$ cat config.mk
export PLATFORM = sky130hd
export DESIGN_NAME = partitioned_multi_deque_core
export DESIGN_NICKNAME = d
export VERILOG_FILES = /design/src/rtl/core/pmdq_pkg.sv /design/src/rtl/core/pmdq_ram.sv /design/src/rtl/core/pmdq_ctrl.sv /design/src/rtl/core/pmdq_dp.sv /design/src/rtl/core/partitioned_multi_deque_core.sv
export SDC_FILE = /design/constraint.sdc
export NUM_CORES = 1
export LEC_CHECK = 0
export ABC_AREA = 1
export ABC_CLOCK_PERIOD_IN_PS = 5800
export BUFFER_PORTS_ARGS = -buffer_cell sky130_fd_sc_hd__buf_4
export CAP_MARGIN = 30
export CORE_ASPECT_RATIO = 1.25
export CORE_MARGIN = 10
export CORE_UTILIZATION = 45
export DETAILED_ROUTE_END_ITERATION = 10
export PLACE_DENSITY = 0.69
export SETUP_SLACK_MARGIN = 0.2
export SLEW_MARGIN = 20
export SYNTH_ARGS = -nofsm -noshare
export SYNTH_HDL_FRONTEND = slang
export SYNTH_SLANG_ARGS = --single-unit
export TNS_END_PERCENT = 5
$ cat constraint.sdc
create_clock -name clk -period 5.8 [get_ports clk]
set_input_delay 1.45 -clock clk [delete_from_list [all_inputs] [get_ports clk]]
set_output_delay 1.45 -clock clk [all_outputs]
set_load 0.01 [all_outputs]
$ cat src/rtl/core/pmdq_pkg.sv
// Shared constants and types for the partitioned multi-deque core.
package pmdq_pkg;

  localparam int NUM_QUEUES      = 4;
  localparam int SLOTS_PER_QUEUE = 4;
  localparam int DATA_WIDTH      = 32;

  // Fixed port field widths
  localparam int OP_W   = 2;
  localparam int QSEL_W = 2;
  localparam int STAT_W = 2;
  localparam int WORD_W = 32;

  localparam int STORE_DEPTH = NUM_QUEUES * SLOTS_PER_QUEUE;
  localparam int ADDR_W      = $clog2(STORE_DEPTH);
  localparam int QIDX_W      = (NUM_QUEUES > 1) ? $clog2(NUM_QUEUES) : 1;
  localparam int OFF_W       = $clog2(SLOTS_PER_QUEUE);
  localparam int CNT_W       = $clog2(SLOTS_PER_QUEUE + 1);

  typedef enum logic [OP_W-1:0] {
    OP_PUSH_FRONT = 2'd0,
    OP_PUSH_REAR  = 2'd1,
    OP_POP_FRONT  = 2'd2,
    OP_POP_REAR   = 2'd3
  } op_t;

  typedef enum logic [STAT_W-1:0] {
    ST_OK    = 2'd0,
    ST_FULL  = 2'd1,
    ST_EMPTY = 2'd2
  } status_t;

  // Controller to datapath commands
  typedef struct packed {
    logic load;   // capture the incoming word
    logic exec;   // update indexes and access the store
  } dp_cmd_t;

endpackage

$ cat src/rtl/core/pmdq_ram.sv
// Generic simple dual-port RAM: one write port, one registered read port.
module pmdq_ram #(
  parameter int WIDTH = 32,
  parameter int DEPTH = 16
) (
  input  logic                     clk,
  input  logic                     we,
  input  logic [$clog2(DEPTH)-1:0] waddr,
  input  logic [WIDTH-1:0]         wdata,
  input  logic                     re,
  input  logic [$clog2(DEPTH)-1:0] raddr,
  output logic [WIDTH-1:0]         rdata
);

  logic [WIDTH-1:0] mem_r [DEPTH];
  logic [WIDTH-1:0] rdata_r;

  always_ff @(posedge clk) begin
    if (we) begin
      mem_r[waddr] <= wdata;
    end
    if (re) begin
      rdata_r <= mem_r[raddr];
    end
  end

  assign rdata = rdata_r;

endmodule

$ cat src/rtl/core/pmdq_ctrl.sv
// Sequencer for the multi-deque core: accept, execute, respond.
module pmdq_ctrl (
  input  logic              clk,
  input  logic              rst_n,
  input  logic              start,
  output logic              busy,
  output logic              out_valid,
  output pmdq_pkg::dp_cmd_t cmd
);
  import pmdq_pkg::*;

  typedef enum logic [1:0] {
    S_IDLE,
    S_EXEC,
    S_RESP
  } state_t;

  state_t state_r;
  logic   busy_r;
  logic   out_valid_r;
  logic   accept;

  assign accept = start & ~busy_r;

  always_ff @(posedge clk) begin
    if (!rst_n) begin
      state_r     <= S_IDLE;
      busy_r      <= 1'b0;
      out_valid_r <= 1'b0;
    end else begin
      unique case (state_r)
        S_IDLE: begin
          out_valid_r <= 1'b0;
          if (accept) begin
            state_r <= S_EXEC;
            busy_r  <= 1'b1;
          end
        end
        S_EXEC: begin
          state_r     <= S_RESP;
          busy_r      <= 1'b0;
          out_valid_r <= 1'b1;
        end
        S_RESP: begin
          out_valid_r <= 1'b0;
          if (accept) begin
            state_r <= S_EXEC;
            busy_r  <= 1'b1;
          end else begin
            state_r <= S_IDLE;
          end
        end
        default: begin
          state_r     <= S_IDLE;
          busy_r      <= 1'b0;
          out_valid_r <= 1'b0;
        end
      endcase
    end
  end

  assign busy      = busy_r;
  assign out_valid = out_valid_r;
  assign cmd.load  = accept;
  assign cmd.exec  = (state_r == S_EXEC);

endmodule

$ cat src/rtl/core/pmdq_dp.sv
// Datapath: per-queue front/count registers, slot addressing and the slot store.
module pmdq_dp (
  input  logic                                clk,
  input  logic                                rst_n,
  input  pmdq_pkg::dp_cmd_t                   cmd,
  input  logic [pmdq_pkg::OP_W-1:0]           in_opcode,
  input  logic [pmdq_pkg::QSEL_W-1:0]         in_queue_select,
  input  logic signed [pmdq_pkg::WORD_W-1:0]  in_push_value,
  output logic [pmdq_pkg::STAT_W-1:0]         out_status,
  output logic signed [pmdq_pkg::WORD_W-1:0]  out_pop_value
);
  import pmdq_pkg::*;

  // Captured word
  op_t                   op_r;
  logic [QSEL_W-1:0]     qsel_r;
  logic [DATA_WIDTH-1:0] val_r;

  // Queue state
  logic [OFF_W-1:0] front_r [NUM_QUEUES];
  logic [CNT_W-1:0] cnt_r   [NUM_QUEUES];

  // Result
  status_t status_r, status_nxt;
  logic    pop_ok_r, pop_ok_nxt;

  logic [QIDX_W-1:0] q_idx;
  logic              q_ok;
  logic [OFF_W-1:0]  cur_fr, fr_dec, fr_inc, rear_wr, rear_rd, off;
  logic [CNT_W-1:0]  cur_cnt;
  logic [OFF_W-1:0]  front_nxt;
  logic [CNT_W-1:0]  cnt_nxt;
  logic              full, empty, upd, we, re;
  logic [ADDR_W-1:0] addr;
  logic [DATA_WIDTH-1:0] rdata;

  function automatic logic [OFF_W-1:0] wrap_off(input logic [OFF_W:0] s);
    logic [OFF_W:0] w;
    w = (s >= (OFF_W+1)'(SLOTS_PER_QUEUE)) ? s - (OFF_W+1)'(SLOTS_PER_QUEUE) : s;
    return w[OFF_W-1:0];
  endfunction

  always_ff @(posedge clk) begin
    if (cmd.load) begin
      op_r   <= op_t'(in_opcode);
      qsel_r <= in_queue_select;
      val_r  <= DATA_WIDTH'($unsigned(in_push_value));
    end
  end

  assign q_idx   = QIDX_W'(qsel_r);
  assign q_ok    = (32'(qsel_r) < NUM_QUEUES);
  assign cur_fr  = front_r[q_idx];
  assign cur_cnt = cnt_r[q_idx];
  assign full    = (cur_cnt == CNT_W'(SLOTS_PER_QUEUE));
  assign empty   = (cur_cnt == '0);

  assign fr_dec  = (cur_fr == '0) ? OFF_W'(SLOTS_PER_QUEUE - 1) : cur_fr - 1'b1;
  assign fr_inc  = (cur_fr == OFF_W'(SLOTS_PER_QUEUE - 1)) ? '0 : cur_fr + 1'b1;
  assign rear_wr = wrap_off({1'b0, cur_fr} + (OFF_W+1)'(cur_cnt));
  assign rear_rd = wrap_off({1'b0, cur_fr} + (OFF_W+1)'(cur_cnt) - 1'b1);

  always_comb begin
    status_nxt = ST_OK;
    pop_ok_nxt = 1'b0;
    upd        = 1'b0;
    we         = 1'b0;
    re         = 1'b0;
    off        = cur_fr;
    front_nxt  = cur_fr;
    cnt_nxt    = cur_cnt;
    unique case (op_r)
      OP_PUSH_FRONT: begin
        if (!q_ok || full) begin
          status_nxt = ST_FULL;
        end else begin
          upd       = 1'b1;
          we        = 1'b1;
          off       = fr_dec;
          front_nxt = fr_dec;
          cnt_nxt   = cur_cnt + 1'b1;
        end
      end
      OP_PUSH_REAR: begin
        if (!q_ok || full) begin
          status_nxt = ST_FULL;
        end else begin
          upd     = 1'b1;
          we      = 1'b1;
          off     = rear_wr;
          cnt_nxt = cur_cnt + 1'b1;
        end
      end
      OP_POP_FRONT: begin
        if (!q_ok || empty) begin
          status_nxt = ST_EMPTY;
        end else begin
          upd        = 1'b1;
          re         = 1'b1;
          pop_ok_nxt = 1'b1;
          off        = cur_fr;
          front_nxt  = fr_inc;
          cnt_nxt    = cur_cnt - 1'b1;
        end
      end
      OP_POP_REAR: begin
        if (!q_ok || empty) begin
          status_nxt = ST_EMPTY;
        end else begin
          upd        = 1'b1;
          re         = 1'b1;
          pop_ok_nxt = 1'b1;
          off        = rear_rd;
          cnt_nxt    = cur_cnt - 1'b1;
        end
      end
      default: begin
        status_nxt = ST_OK;
      end
    endcase
  end

  // Region base plus offset; multiply by a constant
  assign addr = ADDR_W'(ADDR_W'(q_idx) * ADDR_W'(SLOTS_PER_QUEUE)) + ADDR_W'(off);

  always_ff @(posedge clk) begin
    if (!rst_n) begin
      for (int i = 0; i < NUM_QUEUES; i++) begin
        front_r[i] <= '0;
        cnt_r[i]   <= '0;
      end
    end else if (cmd.exec && upd) begin
      front_r[q_idx] <= front_nxt;
      cnt_r[q_idx]   <= cnt_nxt;
    end
  end

  always_ff @(posedge clk) begin
    if (cmd.exec) begin
      status_r <= status_nxt;
      pop_ok_r <= pop_ok_nxt;
    end
  end

  pmdq_ram #(
    .WIDTH (DATA_WIDTH),
    .DEPTH (STORE_DEPTH)
  ) u_store (
    .clk   (clk),
    .we    (cmd.exec & we),
    .waddr (addr),
    .wdata (val_r),
    .re    (cmd.exec & re),
    .raddr (addr),
    .rdata (rdata)
  );

  assign out_status    = status_r;
  assign out_pop_value = pop_ok_r ? WORD_W'(rdata) : '0;

endmodule

$ cat src/rtl/core/partitioned_multi_deque_core.sv
// Top level: four circular deques sharing one slot store.
// A word is taken in IDLE or RESP; EXEC updates the indexes and accesses the store, and
//   its result is on the out_ ports during RESP, from the registered store read.
// busy is high while a word is in EXEC; a new word may be taken in the result cycle.
// Reset (rst_n low, synchronous): all queues empty, fronts at zero, no result
//   pending. Store contents are not cleared; only written slots are ever read.
module partitioned_multi_deque_core (
  input  logic                                clk,
  input  logic                                rst_n,
  // Command input channel
  input  logic                                start,
  output logic                                busy,
  input  logic [pmdq_pkg::OP_W-1:0]           in_opcode,
  input  logic [pmdq_pkg::QSEL_W-1:0]         in_queue_select,
  input  logic signed [pmdq_pkg::WORD_W-1:0]  in_push_value,
  // Result channel: out_valid strobes for one cycle, no back-pressure
  output logic                                out_valid,
  output logic [pmdq_pkg::STAT_W-1:0]         out_status,
  output logic signed [pmdq_pkg::WORD_W-1:0]  out_pop_value
);
  import pmdq_pkg::*;

  dp_cmd_t cmd;

  // Sequencer: IDLE -> EXEC -> RESP, with RESP able to start the next word
  pmdq_ctrl u_ctrl (
    .clk       (clk),
    .rst_n     (rst_n),
    .start     (start),
    .busy      (busy),
    .out_valid (out_valid),
    .cmd       (cmd)
  );

  // Datapath: status is decided and the store accessed in EXEC; the popped
  // word leaves the store's read register during RESP.
  pmdq_dp u_dp (
    .clk             (clk),
    .rst_n           (rst_n),
    .cmd             (cmd),
    .in_opcode       (in_opcode),
    .in_queue_select (in_queue_select),
    .in_push_value   (in_push_value),
    .out_status      (out_status),
    .out_pop_value   (out_pop_value)
  );

endmodule

==> flow_metrics.env <==
export IMPL_pre_cts_slack_ns=1.29
export IMPL_rsz0062_at_grt="no"
export IMPL_stdcell_area_mm2=0.0265
export IMPL_h_tree_depth=2
export IMPL_routed_wl_um=53400
export IMPL_worstSetupPathType="reg -> reg"
export IMPL_clk_path_buf_depth=3
export IMPL_viasPerCell=5.84
export IMPL_grt_overflow=0
export IMPL_path_cells="inv_2, nand2_1, a32oi_1, inv_1, ha_1, ha_1, inv_1, nand3_1, nand2_1, nand2_1, nand2_1, nand3_4, nor2_4, inv_2, nor2_4, buf_4"
export IMPL_holdCritPathClass="reg -> reg"
export IMPL_clk_latency_ns=0.59
export IMPL_dpl_cell_area_mm2=0.0246
export IMPL_outcome="completed"
export IMPL_cts_inserted_buffers=55
export IMPL_cpMostUsedCell="nand2_1"
export IMPL_final_instance_count_excl_fill=2232
export IMPL_grt_pass1_vias=13259
export IMPL_mappedNetlistArea_mm2=0.0231
export IMPL_fp_dieW_um=223
export IMPL_p_leak_nw=9.20
export IMPL_relSlewSlack_pct=37.2
export IMPL_arrival_ns=4.76
export IMPL_endpoint_kind="flip-flop"
export IMPL_nets=1572
export IMPL_wire_per_inst_um=23.9
export IMPL_ios=75
export IMPL_portBuffers=74
export IMPL_cts_hold_buffers=0
export IMPL_reg2regPathDepth=16
export IMPL_drtPass1Iterations=5
export IMPL_fmax_mhz=223
export IMPL_cts_resized_gates=0
export IMPL_setup_viol=0
export IMPL_ys_seq_area_share_pct=78.9
export IMPL_layout_commonest_cell="edfxtp_1"
export IMPL_placementRows=92
export IMPL_critPathMaxFanout=36
export IMPL_period_share_pct=77.3
export IMPL_initial_core_util_pct=45.6
export IMPL_power_density_mw_per_mm2=364
export IMPL_gr_usage_all_layers_pct=17.1
export IMPL_place_congestion=0.804
export IMPL_synthToLayoutAreaGrowth_pct=14.9
export IMPL_ant_nets=0
export IMPL_critPathRequiredTime_ns=6.07
export IMPL_slowest_stage="nor2_4"
export IMPL_drive_gt1_share_pct=15.7
export IMPL_syn_num_nets=1489
export IMPL_final_core_util_pct=52.4
export IMPL_dp_hpwl_um=31200
export IMPL_num_antenna_cells=0
export IMPL_cts_root_buf="clkbuf_16"
export IMPL_die_area_mm2=0.0609
export IMPL_cts_setup_buffers=0
export IMPL_die_h_um=273
export IMPL_clk_pin_slew_ns=0.07
export IMPL_drv_cap=0
export IMPL_fin_tns_setup_ns=0
export IMPL_cp_top_family="simple AND/OR/NAND/NOR gates"
export IMPL_grt_max_degree=75
export IMPL_cp_num_buf_inv=5
export IMPL_first_iter_violations=1350
export IMPL_synth_warnings=0
export IMPL_ir_worst_vdd_uv=205
export IMPL_fin_crit_ns=4.48
export IMPL_coreArea_mm2=0.0506
export IMPL_ys_seq_elements=609
export IMPL_cts_tree="yes"
export IMPL_hold_depth=1
export IMPL_skew_ns=0.0225
export IMPL_start_kind="flip-flop"
export IMPL_post_place_cells=2127
export IMPL_layout_setup_ws_ns=1.32
export IMPL_synthesis_area_per_instance_um2=16.0
export IMPL_drc=0
export IMPL_clock_sinks=609
export IMPL_final_hold_viol_count=0
export IMPL_tightest_slew_ns=0.942
export IMPL_antenna_found_initial=0
export IMPL_synth_distinct_cells=31
export IMPL_final_cell_mix="603 x edfxtp_1, 185 x nand2_1, 128 x a22o_1, 128 x a221oi_1, 108 x nand3_1"
export IMPL_grt_pass1_wl_um=81300
export IMPL_vias=13025
export IMPL_drv_slew=0
export IMPL_crit_cells=16
export IMPL_netlist_instances=1444
export IMPL_slowest_delay_ns=0.67
[registers in the layout, indices dropped and copies added, names as in the netlist, named ones only]
signal	cells
u_ctrl.busy	1
u_ctrl.out_valid	1
u_ctrl.state_r	2
u_dp.cnt_r	12
u_dp.front_r	8
u_dp.op_r	2
u_dp.out_status	2
u_dp.pop_ok_r	1
u_dp.q_idx	2
u_dp.u_store.mem_r	512
u_dp.u_store.rdata	32
u_dp.val_r	32
[path summary, 6_finish.rpt]
path | from | to | slack [ns]
setup / recovery | flip-flop | u_dp.u_store.mem_r[1][11] | 1.32
hold / removal | u_ctrl.busy | u_ctrl.state_r[0] | 0.53
setup reg to reg | flip-flop | u_dp.u_store.mem_r[1][11] | 1.32
hold reg to reg | u_ctrl.busy | u_ctrl.state_r[0] | 0.53
[power breakdown]
| part | internal, mW | total [mW] | switching (mW) |
|---|---|---|---|
| combinational | 0.260 | 0.872 | 0.612 |
| sequential | 4.94 | 5.02 | 0.0823 |
| clock | 2.21 | 3.77 | 1.56 |
[through the flow]
stage                     hold WS (ns)  total power [mW]
final                            0.534              9.66
after global routing             0.566              9.98
after CTS                        0.543              9.72
after detailed placement         0.536              5.99
after global placement           0.536              5.97
after floorplan                  0.467              5.67
[layer usage]
layer	vias up	track usage, %	share of wire [%]
li1	5813	-	-
met2	543	30.0	52
met3	78	2.55	6.9
met4	0	5.48	2.2
met5	-	0	0
met1	6591	21.3	39
[cells in the mapped netlist, drive strengths merged]
cell type | instances | area share, %
edfxtp | 603 | 78
a32oi | 1 | 0.038
a221oi | 128 | 4.9
or2 | 1 | 0.027
a21oi | 1 | 0.022
o21ai | 6 | 0.13
nor2 | 87 | 1.5
o211ai | 2 | 0.087
nor3 | 5 | 0.13
clkbuf | 58 | 0.94
xor2 | 1 | 0.038
nand2 | 191 | 3.2
buf | 26 | 0.89
inv | 75 | 1.2
nand4 | 1 | 0.092
o221ai | 1 | 0.038
a22o | 128 | 4.9
ha | 6 | 0.32
dfxtp | 6 | 0.52
nand3 | 117 | 2.8
[final cells by class]
type                    instances  area, um2
fillers                      3948      24100
clock buffers                  63       1430
repair buffers                110        981
clock inverters                41        464
well taps                     658        823
inverters                      75        284
flip-flops and latches        609      18200
multi-input cells             676       4330
[worst reg2reg max path, stage by stage, from the launching register on]
cell and delay [ns]:
dfxtp_1 0.41, inv_2 0.18, nand2_1 0.08, a32oi_1 0.49, inv_1 0.09, ha_1 0.24, ha_1 0.26, inv_1 0.19
nand3_1 0.12, nand2_1 0.07, nand2_1 0.05, nand2_1 0.11, nand3_4 0.43, nor2_4 0.26, inv_2 0.12, nor2_4 0.67
buf_4 0.40
[cell families (layout without fill, tap and decap cells)]
logic type      after synthesis  in the layout  share of synthesized area (%)
flops                       609            609                           78.9
simple gates                402            402                           7.67
buf+inv                     159            289                           3.05
fa+ha+maj                     6              6                          0.325
xor+xnor                      1              1                         0.0379
compound gates              267            267                           10.0
No activity file was read; power rests on OpenSTA's default activity.
